===== src/rtl/pbrm_pkg.sv =====
// ----------------------------------------------------------------------------
// pbrm_pkg: shared types and constants of the per-bin statistics block
// Field widths, bin count, derived index width, divider geometry, state enum, controller/datapath structs.
// ----------------------------------------------------------------------------
package pbrm_pkg;

	localparam int NUM_BINS = 7;
	localparam int BIN_W    = (NUM_BINS > 1) ? $clog2(NUM_BINS) : 1;

	localparam int DAY_W   = 3;
	localparam int CNT_W   = 16;
	localparam int PRES_W  = 17;
	localparam int TEMP_W  = 16;

	// Divider geometry: quotient never exceeds PRES_W bits, dividend magnitude
	// stays below divisor * 2**QUO_W.
	localparam int QUO_W   = PRES_W;
	localparam int DVD_W   = CNT_W + QUO_W;
	localparam int STEP_W  = $clog2(QUO_W + 1);

	typedef enum logic [2:0] {
		ST_IDLE,
		ST_MUL,
		ST_DIVP,
		ST_DIVP_WAIT,
		ST_DIVT,
		ST_DIVT_WAIT,
		ST_WRITE
	} pbrm_state_t;

	typedef struct packed {
		logic load;
		logic mul;
		logic div_start;
		logic div_temp;
		logic cap_mean;
		logic write;
	} pbrm_cmd_t;

	typedef struct packed {
		logic div_busy;
		logic div_done;
	} pbrm_status_t;

endpackage


===== src/rtl/pbrm_in_if.sv =====
// ----------------------------------------------------------------------------
// pbrm_in_if: sample channel
// Valid/ready channel carrying one sample item per transfer.
// ----------------------------------------------------------------------------
interface pbrm_in_if import pbrm_pkg::*; ();
	logic                     valid;
	logic                     ready;
	logic [DAY_W-1:0]         day_bin;
	logic [CNT_W-1:0]         sample_count;
	logic [PRES_W-1:0]        pressure_sample;
	logic signed [TEMP_W-1:0] temp_sample;

	modport source (output valid, day_bin, sample_count, pressure_sample, temp_sample,
		input ready);
	modport sink (input valid, day_bin, sample_count, pressure_sample, temp_sample,
		output ready);
endinterface


===== src/rtl/pbrm_out_if.sv =====
// ----------------------------------------------------------------------------
// pbrm_out_if: result channel
// Valid/ready channel carrying the updated statistics of one bin.
// ----------------------------------------------------------------------------
interface pbrm_out_if import pbrm_pkg::*; ();
	logic                     valid;
	logic                     ready;
	logic [PRES_W-1:0]        pressure_mean;
	logic [PRES_W-1:0]        pressure_least;
	logic [PRES_W-1:0]        pressure_most;
	logic signed [TEMP_W-1:0] temp_mean;
	logic signed [TEMP_W-1:0] temp_least;
	logic signed [TEMP_W-1:0] temp_most;

	modport source (output valid, pressure_mean, pressure_least, pressure_most,
		temp_mean, temp_least, temp_most, input ready);
	modport sink (input valid, pressure_mean, pressure_least, pressure_most,
		temp_mean, temp_least, temp_most, output ready);
endinterface


===== src/rtl/pbrm_div.sv =====
// ----------------------------------------------------------------------------
// pbrm_div: serial restoring divider
// One quotient bit per cycle; QUO_W steps after start, then a done pulse.
// ----------------------------------------------------------------------------
module pbrm_div import pbrm_pkg::*; (
	input  logic              clk,
	input  logic              arst_n,
	input  logic              start,
	input  logic [DVD_W-1:0]  dividend,
	input  logic [CNT_W-1:0]  divisor,
	output logic [QUO_W-1:0]  quotient,
	output logic              busy,
	output logic              done
);

	logic [CNT_W-1:0]  rem_q;
	logic [QUO_W-1:0]  dvd_q;
	logic [CNT_W-1:0]  dsr_q;
	logic [STEP_W-1:0] step_q;
	logic              busy_q;
	logic              done_q;
	logic [CNT_W:0]    trial;
	logic              fits;

	assign trial = {rem_q, dvd_q[QUO_W-1]};
	assign fits  = (trial >= {1'b0, dsr_q});

	always_ff @(posedge clk or negedge arst_n) begin
		if (!arst_n) begin
			busy_q <= 1'b0;
			done_q <= 1'b0;
			step_q <= '0;
		end else begin
			done_q <= 1'b0;
			if (start) begin
				busy_q <= 1'b1;
				step_q <= STEP_W'(QUO_W);
			end else if (busy_q) begin
				step_q <= step_q - 1'b1;
				if (step_q == STEP_W'(1)) begin
					busy_q <= 1'b0;
					done_q <= 1'b1;
				end
			end
		end
	end

	always_ff @(posedge clk) begin
		if (start) begin
			rem_q <= dividend[DVD_W-1:QUO_W];
			dvd_q <= dividend[QUO_W-1:0];
			dsr_q <= divisor;
		end else if (busy_q) begin
			// shift in next dividend bit, subtract when it fits
			rem_q <= fits ? CNT_W'(trial - {1'b0, dsr_q}) : trial[CNT_W-1:0];
			dvd_q <= {dvd_q[QUO_W-2:0], fits};
		end
	end

	assign quotient = dvd_q;
	assign busy     = busy_q;
	assign done     = done_q;

endmodule


===== src/rtl/pbrm_datapath.sv =====
// ----------------------------------------------------------------------------
// pbrm_datapath: bin stores, mean accumulators, min/max and result register
// Driven step by step by the controller through a command struct.
// ----------------------------------------------------------------------------
module pbrm_datapath import pbrm_pkg::*; (
	input  logic                     clk,
	input  logic                     arst_n,
	input  pbrm_cmd_t                cmd,
	output pbrm_status_t             st,
	input  logic [DAY_W-1:0]         day_bin,
	input  logic [CNT_W-1:0]         sample_count,
	input  logic [PRES_W-1:0]        pressure_sample,
	input  logic signed [TEMP_W-1:0] temp_sample,
	output logic [PRES_W-1:0]        pressure_mean,
	output logic [PRES_W-1:0]        pressure_least,
	output logic [PRES_W-1:0]        pressure_most,
	output logic signed [TEMP_W-1:0] temp_mean,
	output logic signed [TEMP_W-1:0] temp_least,
	output logic signed [TEMP_W-1:0] temp_most
);

	// per-bin stores
	logic [PRES_W-1:0]        pmean_mem [NUM_BINS];
	logic [PRES_W-1:0]        pmin_mem  [NUM_BINS];
	logic [PRES_W-1:0]        pmax_mem  [NUM_BINS];
	logic signed [TEMP_W-1:0] tmean_mem [NUM_BINS];
	logic signed [TEMP_W-1:0] tmin_mem  [NUM_BINS];
	logic signed [TEMP_W-1:0] tmax_mem  [NUM_BINS];

	// captured item
	logic [BIN_W-1:0]         bin_q;
	logic                     bad_q;
	logic [CNT_W-1:0]         n_q;
	logic [PRES_W-1:0]        p_q;
	logic signed [TEMP_W-1:0] t_q;

	// after the multiply step
	logic [DVD_W-1:0]         pacc_q;
	logic [DVD_W-1:0]         tmag_q;
	logic                     tneg_q;
	logic [PRES_W-1:0]        pmin_q, pmax_q;
	logic signed [TEMP_W-1:0] tmin_q, tmax_q;

	// divided means
	logic [PRES_W-1:0]        pmean_q;
	logic signed [TEMP_W-1:0] tmean_q;

	// result register
	logic [PRES_W-1:0]        res_pmean_q, res_pmin_q, res_pmax_q;
	logic signed [TEMP_W-1:0] res_tmean_q, res_tmin_q, res_tmax_q;

	logic                     in_bad;
	logic [CNT_W-1:0]         n_m1;
	logic [DVD_W-1:0]         pprod;
	logic signed [DVD_W-1:0]  tprod;
	logic signed [DVD_W:0]    tacc;
	logic signed [DVD_W:0]    tacc_neg;
	logic [PRES_W-1:0]        rd_pmean, rd_pmin, rd_pmax;
	logic signed [TEMP_W-1:0] rd_tmean, rd_tmin, rd_tmax;
	logic [DVD_W-1:0]         div_dividend;
	logic [QUO_W-1:0]         div_quo;
	logic                     div_busy;
	logic                     div_done;

	assign in_bad = (32'(day_bin) >= NUM_BINS);

	always_ff @(posedge clk) begin
		if (cmd.load) begin
			bin_q <= in_bad ? '0 : BIN_W'(day_bin);
			n_q   <= (sample_count == '0) ? CNT_W'(1) : sample_count;
			p_q   <= pressure_sample;
			t_q   <= temp_sample;
		end
	end

	always_ff @(posedge clk or negedge arst_n) begin
		if (!arst_n) begin
			bad_q <= 1'b0;
		end else if (cmd.load) begin
			bad_q <= in_bad;
		end
	end

	assign rd_pmean = pmean_mem[bin_q];
	assign rd_pmin  = pmin_mem[bin_q];
	assign rd_pmax  = pmax_mem[bin_q];
	assign rd_tmean = tmean_mem[bin_q];
	assign rd_tmin  = tmin_mem[bin_q];
	assign rd_tmax  = tmax_mem[bin_q];

	assign n_m1     = n_q - 1'b1;
	assign pprod    = DVD_W'(rd_pmean) * DVD_W'(n_m1);
	assign tprod    = DVD_W'(rd_tmean) * DVD_W'($signed({1'b0, n_m1}));
	assign tacc     = (DVD_W+1)'(tprod) + (DVD_W+1)'(t_q);
	assign tacc_neg = -tacc;

	always_ff @(posedge clk) begin
		if (cmd.mul) begin
			pacc_q <= pprod + DVD_W'(p_q);
			tneg_q <= tacc[DVD_W];
			tmag_q <= tacc[DVD_W] ? tacc_neg[DVD_W-1:0] : tacc[DVD_W-1:0];
			// a zero minimum counts as empty
			pmin_q <= (rd_pmin == '0 || p_q < rd_pmin) ? p_q : rd_pmin;
			pmax_q <= (p_q > rd_pmax) ? p_q : rd_pmax;
			tmin_q <= (rd_tmin == '0 || t_q < rd_tmin) ? t_q : rd_tmin;
			tmax_q <= (t_q > rd_tmax) ? t_q : rd_tmax;
		end
	end

	assign div_dividend = cmd.div_temp ? tmag_q : pacc_q;

	pbrm_div u_div (
		.clk      (clk),
		.arst_n   (arst_n),
		.start    (cmd.div_start),
		.dividend (div_dividend),
		.divisor  (n_q),
		.quotient (div_quo),
		.busy     (div_busy),
		.done     (div_done)
	);

	assign st.div_busy = div_busy;
	assign st.div_done = div_done;

	always_ff @(posedge clk) begin
		if (cmd.cap_mean) begin
			if (cmd.div_temp) begin
				tmean_q <= tneg_q ? -$signed(div_quo[TEMP_W-1:0])
					: $signed(div_quo[TEMP_W-1:0]);
			end else begin
				pmean_q <= div_quo;
			end
		end
	end

	always_ff @(posedge clk or negedge arst_n) begin
		if (!arst_n) begin
			for (int i = 0; i < NUM_BINS; i++) begin
				pmean_mem[i] <= '0;
				pmin_mem[i]  <= '0;
				pmax_mem[i]  <= '0;
				tmean_mem[i] <= '0;
				tmin_mem[i]  <= '0;
				tmax_mem[i]  <= '0;
			end
		end else if (cmd.write && !bad_q) begin
			pmean_mem[bin_q] <= pmean_q;
			pmin_mem[bin_q]  <= pmin_q;
			pmax_mem[bin_q]  <= pmax_q;
			tmean_mem[bin_q] <= tmean_q;
			tmin_mem[bin_q]  <= tmin_q;
			tmax_mem[bin_q]  <= tmax_q;
		end
	end

	always_ff @(posedge clk) begin
		if (cmd.write) begin
			res_pmean_q <= bad_q ? '0 : pmean_q;
			res_pmin_q  <= bad_q ? '0 : pmin_q;
			res_pmax_q  <= bad_q ? '0 : pmax_q;
			res_tmean_q <= bad_q ? '0 : tmean_q;
			res_tmin_q  <= bad_q ? '0 : tmin_q;
			res_tmax_q  <= bad_q ? '0 : tmax_q;
		end
	end

	assign pressure_mean  = res_pmean_q;
	assign pressure_least = res_pmin_q;
	assign pressure_most  = res_pmax_q;
	assign temp_mean      = res_tmean_q;
	assign temp_least     = res_tmin_q;
	assign temp_most      = res_tmax_q;

endmodule


===== src/rtl/pbrm_ctrl.sv =====
// ----------------------------------------------------------------------------
// pbrm_ctrl: sequencing state machine
// Steps one item through capture, multiply, two divisions and write-back.
// ----------------------------------------------------------------------------
module pbrm_ctrl import pbrm_pkg::*; (
	input  logic         clk,
	input  logic         arst_n,
	input  logic         in_valid,
	output logic         in_ready,
	output logic         out_valid,
	input  logic         out_ready,
	output pbrm_cmd_t    cmd,
	input  pbrm_status_t st
);

	pbrm_state_t state_q, state_d;
	logic        out_valid_q;

	always_ff @(posedge clk or negedge arst_n) begin
		if (!arst_n) begin
			state_q <= ST_IDLE;
		end else begin
			state_q <= state_d;
		end
	end

	always_comb begin
		state_d  = state_q;
		cmd      = '0;
		in_ready = 1'b0;
		unique case (state_q)
			ST_IDLE: begin
				in_ready = 1'b1;
				if (in_valid) begin
					cmd.load = 1'b1;
					state_d  = ST_MUL;
				end
			end
			ST_MUL: begin
				cmd.mul = 1'b1;
				state_d = ST_DIVP;
			end
			ST_DIVP: begin
				cmd.div_start = 1'b1;
				state_d       = ST_DIVP_WAIT;
			end
			ST_DIVP_WAIT: begin
				if (st.div_done) begin
					cmd.cap_mean = 1'b1;
					state_d      = ST_DIVT;
				end
			end
			ST_DIVT: begin
				cmd.div_start = 1'b1;
				cmd.div_temp  = 1'b1;
				state_d       = ST_DIVT_WAIT;
			end
			ST_DIVT_WAIT: begin
				cmd.div_temp = 1'b1;
				if (st.div_done) begin
					cmd.cap_mean = 1'b1;
					state_d      = ST_WRITE;
				end
			end
			ST_WRITE: begin
				// hold until the result register is free
				if (!out_valid_q || out_ready) begin
					cmd.write = 1'b1;
					state_d   = ST_IDLE;
				end
			end
			default: begin
				state_d = ST_IDLE;
			end
		endcase
	end

	always_ff @(posedge clk or negedge arst_n) begin
		if (!arst_n) begin
			out_valid_q <= 1'b0;
		end else if (cmd.write) begin
			out_valid_q <= 1'b1;
		end else if (out_ready) begin
			out_valid_q <= 1'b0;
		end
	end

	assign out_valid = out_valid_q;

	a_write_room: assert property (@(posedge clk) disable iff (!arst_n)
		cmd.write |-> (!out_valid_q || out_ready))
		else $error("result register overwritten before transfer");

	a_start_idle: assert property (@(posedge clk) disable iff (!arst_n)
		cmd.div_start |-> !st.div_busy)
		else $error("divider started while busy");

	a_load_mul: assert property (@(posedge clk) disable iff (!arst_n)
		cmd.load |=> (cmd.mul && !in_ready))
		else $error("multiply step did not follow capture");

	a_done_cap: assert property (@(posedge clk) disable iff (!arst_n)
		st.div_done |-> cmd.cap_mean)
		else $error("divider result not captured");

endmodule


===== src/rtl/per_bin_running_mean_min_max.sv =====
// ----------------------------------------------------------------------------
// per_bin_running_mean_min_max: running pressure/temperature statistics per bin
// Flow: each sample passes through capture, a multiply step, two serial divisions
//   of 17 steps with start and capture each (sharing one divider), and a write.
// A new sample is accepted only after the previous one has been written back.
// Reset (arst_n low): all bin stores cleared to zero, controller idle, no result.
// ----------------------------------------------------------------------------
module per_bin_running_mean_min_max import pbrm_pkg::*; (
	input  logic       clk,
	input  logic       arst_n,
	pbrm_in_if.sink    samples,
	pbrm_out_if.source results
);

	// Command and status between sequencer and datapath
	pbrm_cmd_t    cmd;
	pbrm_status_t st;

	// The controller accepts a sample only when idle; the result register in
	// the datapath lets a finished result wait while the next sample is taken.
	pbrm_ctrl u_ctrl (
		.clk       (clk),
		.arst_n    (arst_n),
		.in_valid  (samples.valid),
		.in_ready  (samples.ready),
		.out_valid (results.valid),
		.out_ready (results.ready),
		.cmd       (cmd),
		.st        (st)
	);

	// Datapath: stores for every bin, accumulators, divider, result register.
	// Samples naming a bin beyond the store leave it untouched and yield zeros.
	pbrm_datapath u_dp (
		.clk             (clk),
		.arst_n          (arst_n),
		.cmd             (cmd),
		.st              (st),
		.day_bin         (samples.day_bin),
		.sample_count    (samples.sample_count),
		.pressure_sample (samples.pressure_sample),
		.temp_sample     (samples.temp_sample),
		.pressure_mean   (results.pressure_mean),
		.pressure_least  (results.pressure_least),
		.pressure_most   (results.pressure_most),
		.temp_mean       (results.temp_mean),
		.temp_least      (results.temp_least),
		.temp_most       (results.temp_most)
	);

endmodule

===== src/flat_wrapper.sv =====
// flat-port wrapper written by rule: the top's interface ports become plain ports
module per_bin_running_mean_min_max_flat import pbrm_pkg::*;
  (clk, arst_n, samples_valid, samples_day_bin, samples_sample_count, samples_pressure_sample, samples_temp_sample, samples_ready, results_valid, results_pressure_mean, results_pressure_least, results_pressure_most, results_temp_mean, results_temp_least, results_temp_most, results_ready);
  pbrm_in_if samples_i ();
  pbrm_out_if results_i ();
  input  logic clk;
  input  logic arst_n;
  input wire logic [$bits(samples_i.valid)-1:0] samples_valid;
  input wire logic [$bits(samples_i.day_bin)-1:0] samples_day_bin;
  input wire logic [$bits(samples_i.sample_count)-1:0] samples_sample_count;
  input wire logic [$bits(samples_i.pressure_sample)-1:0] samples_pressure_sample;
  input wire logic [$bits(samples_i.temp_sample)-1:0] samples_temp_sample;
  output wire logic [$bits(samples_i.ready)-1:0] samples_ready;
  output wire logic [$bits(results_i.valid)-1:0] results_valid;
  output wire logic [$bits(results_i.pressure_mean)-1:0] results_pressure_mean;
  output wire logic [$bits(results_i.pressure_least)-1:0] results_pressure_least;
  output wire logic [$bits(results_i.pressure_most)-1:0] results_pressure_most;
  output wire logic [$bits(results_i.temp_mean)-1:0] results_temp_mean;
  output wire logic [$bits(results_i.temp_least)-1:0] results_temp_least;
  output wire logic [$bits(results_i.temp_most)-1:0] results_temp_most;
  input wire logic [$bits(results_i.ready)-1:0] results_ready;
  assign samples_i.valid = samples_valid;
  assign samples_i.day_bin = samples_day_bin;
  assign samples_i.sample_count = samples_sample_count;
  assign samples_i.pressure_sample = samples_pressure_sample;
  assign samples_i.temp_sample = samples_temp_sample;
  assign samples_ready = samples_i.ready;
  assign results_valid = results_i.valid;
  assign results_pressure_mean = results_i.pressure_mean;
  assign results_pressure_least = results_i.pressure_least;
  assign results_pressure_most = results_i.pressure_most;
  assign results_temp_mean = results_i.temp_mean;
  assign results_temp_least = results_i.temp_least;
  assign results_temp_most = results_i.temp_most;
  assign results_i.ready = results_ready;
  per_bin_running_mean_min_max u_core (.clk(clk), .arst_n(arst_n), .samples(samples_i), .results(results_i));
endmodule

===== config.mk =====
export PLATFORM = sky130hd
export DESIGN_NAME = per_bin_running_mean_min_max_flat
export DESIGN_NICKNAME = d
export VERILOG_FILES = /design/src/rtl/pbrm_pkg.sv /design/src/rtl/pbrm_in_if.sv /design/src/rtl/pbrm_out_if.sv /design/src/rtl/pbrm_div.sv /design/src/rtl/pbrm_datapath.sv /design/src/rtl/pbrm_ctrl.sv /design/src/rtl/per_bin_running_mean_min_max.sv /design/src/flat_wrapper.sv
export SDC_FILE = /design/constraint.sdc
export NUM_CORES = 2
export LEC_CHECK = 0
export BUFFER_PORTS_ARGS = -buffer_cell sky130_fd_sc_hd__buf_2
export CORE_MARGIN = 2
export CORE_UTILIZATION = 45
export DETAILED_ROUTE_END_ITERATION = 6
export GPL_TIMING_DRIVEN = 0
export PLACE_DENSITY_LB_ADDON = 0.2
export RECOVER_POWER = 100
export SKIP_CTS_REPAIR_TIMING = 1
export SYNTH_ARGS = -nofsm -noshare
export SYNTH_HDL_FRONTEND = slang
export SYNTH_SLANG_ARGS = --single-unit

===== constraint.sdc =====
create_clock -name clk -period 11.5 [get_ports clk]
set_clock_uncertainty 0.05 [all_clocks]
set_input_delay 0 -clock clk [delete_from_list [all_inputs] [get_ports clk]]
set_output_delay 0 -clock clk [all_outputs]
set_load 0.05 [all_outputs]

==> run_results.csv <==
group,metric,value,unit
run_status,status,"finished, violations left",
run_status,violations,"capacitance limit, slew limit",
die,fp-row-count,142,
clock_tree,cts_buffer_depth,3,
worst_setup_path,critPathMaxStageDelay,0.56,ns
sta,whs,0.0400,ns
sta,timing.final.ws_setup,0.236,ns
route,wl,225,mm
die,initial_core_util,45.2,%
global_route,grt_pass1_vias,47700,
layout,final_util,50.8,%
pwr,p_total,7940,µW
logic_synthesis,yosys.area_share.simple,8.22,%
logic_synthesis,synth_top_family_by_area,"adder cells",
worst_setup_path,rrSetupSlack,0.24,ns
route,drt_iter0_drc,4168,
clock_tree,cts-root-buf,"clkbuf_16",
logic_synthesis,synth.avg_cell_area,11.7,µm²
clock_tree,numCtsBuffers,115,
worst_setup_path,setup.worst_path.start_class,"register",
logic_synthesis,synthMuxAreaShare,15.2,%
clock_tree,worstSkewPairLatency,0.78,ns
logic_synthesis,yosys_warnings,0,
clock_tree,cts_tree,"done",
pwr,ir_drop,0.000128,V
route,route.vias.total,47500,
layout,drive_gt1_share,17.7,%
layout,nNetsFinal,7020,
sta,slew_violations,990,
worst_setup_path,cp.arrival,11.65,ns
route,via_per_inst,5.70,
logic_synthesis,yosysUniqueCellTypes,98,
logic_synthesis,synth_seq_cells,1071,
placed_design,pre_cts_ws,-0.837,ns
logic_synthesis,syn_nets,6611,
layout,fill_cells,13500,
layout,area_delta_synth_final,12.5,%
placed_design,place_hpwl,166,mm
global_route,track_usage,29.4,%
sta,tightest_slew,6.75,ns
layout,final_common_cell,"mux2_2",
die,core-area,149000,µm²
logic_synthesis,synthAdderAreaFrac,19.3,%
job,drv_cap,23,
global_route,grt_pass1_wl,325,mm
logic_synthesis,synth_xor_area_share,1.81,%
global_route,antenna_found_initial,12,
global_route,grt_start_max_net_pins,122,
clock_tree,path_clk_slew,0.06,ns
die,dieArea,153000,µm²
sta,period_share,97.9,%
logic_synthesis,syn_area,67500,µm²
layout,mostFrequentLayoutCells,"mux2_2, dfrtp_1, inv_1",
clock_tree,htreeDepth,3,
route,route.detailed.wl_per_inst,27.1,µm
pwr,powerDensity,105,nW/µm²
sta,hold_violations,0,
route,drc,0,
worst_setup_path,cp_slowest_cell,"fa_1",
logic_synthesis,syn_inst,5789,
sta,fin_setup_tns,0,ns
worst_setup_path,cp_common_cell,"fa_1",
sta,fmax,88.8,MHz
worst_setup_path,crit_fanout,10,
worst_hold_path,worstHoldPathType,"primary input to register",
global_route,overflow,0,
placed_design,numPortBuffers,156,
pwr,p_leak,0.0353,µW
sta,maxSlewHeadroom,-350,%
die,die_h,391,µm
sta,setup_viol,0,
worst_setup_path,critPathKind,"register to register",
layout,multi_input_area,35000,µm²
route,postRouteAntennaNets,0,
route,drt_first_pass_iters,6,
die,fp.dieW,391,µm
logic_synthesis,synth_edf_count,366,
logic_synthesis,ys_seq_area_share,42.4,%
clock_tree,clock_sink_count,1071,
die,ios,157,
logic_synthesis,synth_ff_type,"dfrtp_1",
layout,regArea,28600,µm²
sta,fin_crit,11.26,ns
placed_design,gp_congestion,0.932,
worst_setup_path,crit_required,11.88,ns
worst_setup_path,end_kind,"register",
logic_synthesis,async_reset_ff_share,65.8,%
logic_synthesis,synth_compound_area_share,7.25,%
kinds of logic (layout without fill, tap and decap cells):
logic type               count (synthesis)  after routing
buffers and inverters                  993           1504
other                                    0              3
adder cells (fa/ha/maj)                766            766
AO/OA/AOI/OAI                          711            711
flip-flops                            1071           1071
AND/OR/NAND/NOR                       1191           1191
XOR/XNOR                               137            137
multiplexers                           920            920
cell usage after synthesis, types with 21 or more instances:
| cell | number | area share, % |
|---|---|---|
| nand4_1 | 27 | 0.25 |
| inv_1 | 698 | 3.9 |
| a21oi_1 | 175 | 1.3 |
| nor3_1 | 49 | 0.36 |
| nor2b_1 | 120 | 1.1 |
| a221o_1 | 29 | 0.43 |
| ha_1 | 312 | 5.8 |
| nor2_1 | 421 | 2.3 |
| a22oi_1 | 51 | 0.57 |
| edfxtp_1 | 366 | 16 |
| a22o_1 | 21 | 0.27 |
| a221oi_1 | 36 | 0.47 |
| xor2_1 | 56 | 0.73 |
| a21o_1 | 64 | 0.71 |
| clkbuf_1 | 199 | 1.1 |
| o21ai_0 | 108 | 0.80 |
| nand3_1 | 37 | 0.27 |
| mux2i_1 | 178 | 2.6 |
| dfrtp_1 | 705 | 26 |
| and2_1 | 46 | 0.43 |
| xnor2_1 | 78 | 1.0 |
| o22ai_1 | 25 | 0.23 |
| fa_1 | 454 | 13 |
| mux2_2 | 727 | 12 |
| buf_2 | 57 | 0.42 |
| nand2b_1 | 60 | 0.56 |
| nand2_1 | 336 | 1.9 |
| a31oi_1 | 24 | 0.22 |
registers in the layout, indices dropped and copies added, names as in the netlist, 33 cells and up:
register	cells
u_core.u_dp.pmax_mem	119
u_core.u_dp.tmax_mem	112
u_core.u_dp.pmean_mem	119
u_core.u_dp.tmin_mem	112
u_core.u_dp.pmin_mem	119
u_core.u_dp.pacc_q	33
u_core.u_dp.tmag_q	33
u_core.u_dp.tmean_mem	112
final cells by class:
type | count | area share [%]
antenna | 3 | 0.00988
tap | 2016 | 3.32
clock inverter | 62 | 1.04
timing repair buffer | 294 | 2.44
inverter | 702 | 3.48
clock buffer | 157 | 4.18
sequential | 1071 | 37.7
multi-input combinational | 3725 | 46.1
buffer | 289 | 1.69
worst paths after layout:
check                                     startpoint                        end  cells after the start
min                          samples_sample_count[6]         u_core.u_dp.n_q[6]                      3
min in group asynchronous                     arst_n    u_core.u_dp.tmin_mem[7]                      4
max reg2reg                     u_core.u_dp.bin_q[0]     u_core.u_dp.tmag_q[15]                     32
max in group asynchronous                     arst_n   u_core.u_dp.pmax_mem[68]                      6
max                             u_core.u_dp.bin_q[0]     u_core.u_dp.tmag_q[15]                     32
min reg2reg                u_core.u_dp.tmean_mem[12]  u_core.u_dp.tmean_mem[12]                      1
per-layer routing:
layer	vias to the layer above	global-route usage, %	part of all wire, %	wire, µm
li1	20500	-	-	-
met1	24600	38.5	41	91300
met2	1857	46.3	46	104000
met3	514	5.06	7.0	15800
met4	4	16.4	6.3	14200
met5	-	0	0.015	33
power breakdown:
| group | leakage (µW) | switching, µW | internal (µW) |
|---|---|---|---|
| combinational | 0.0203 | 76.8 | 31.7 |
| sequential | 0.0132 | 0.0413 | 3930 |
| clock | 0.00192 | 1650 | 2260 |
through the flow:
step,std cells,area (µm²)
5_1_grt,8316,75900
3_5_place_dp,7998,71500
4_1_cts,8217,75500
3_3_place_gp,7961,70800
2_1_floorplan,5789,67500
6_report,8319,75900
worst max-delay path, delay by kind of cell, from the launching register on:
kind            cells  cell delay (ns)
fa+ha+maj           7             3.27
compound gates      7             1.49
xor+xnor            1             0.47
buf+inv            11             3.47
simple gates        5             1.52
mux                 1             0.13
flops               1             0.48
(Power assumes the default switching activity.)
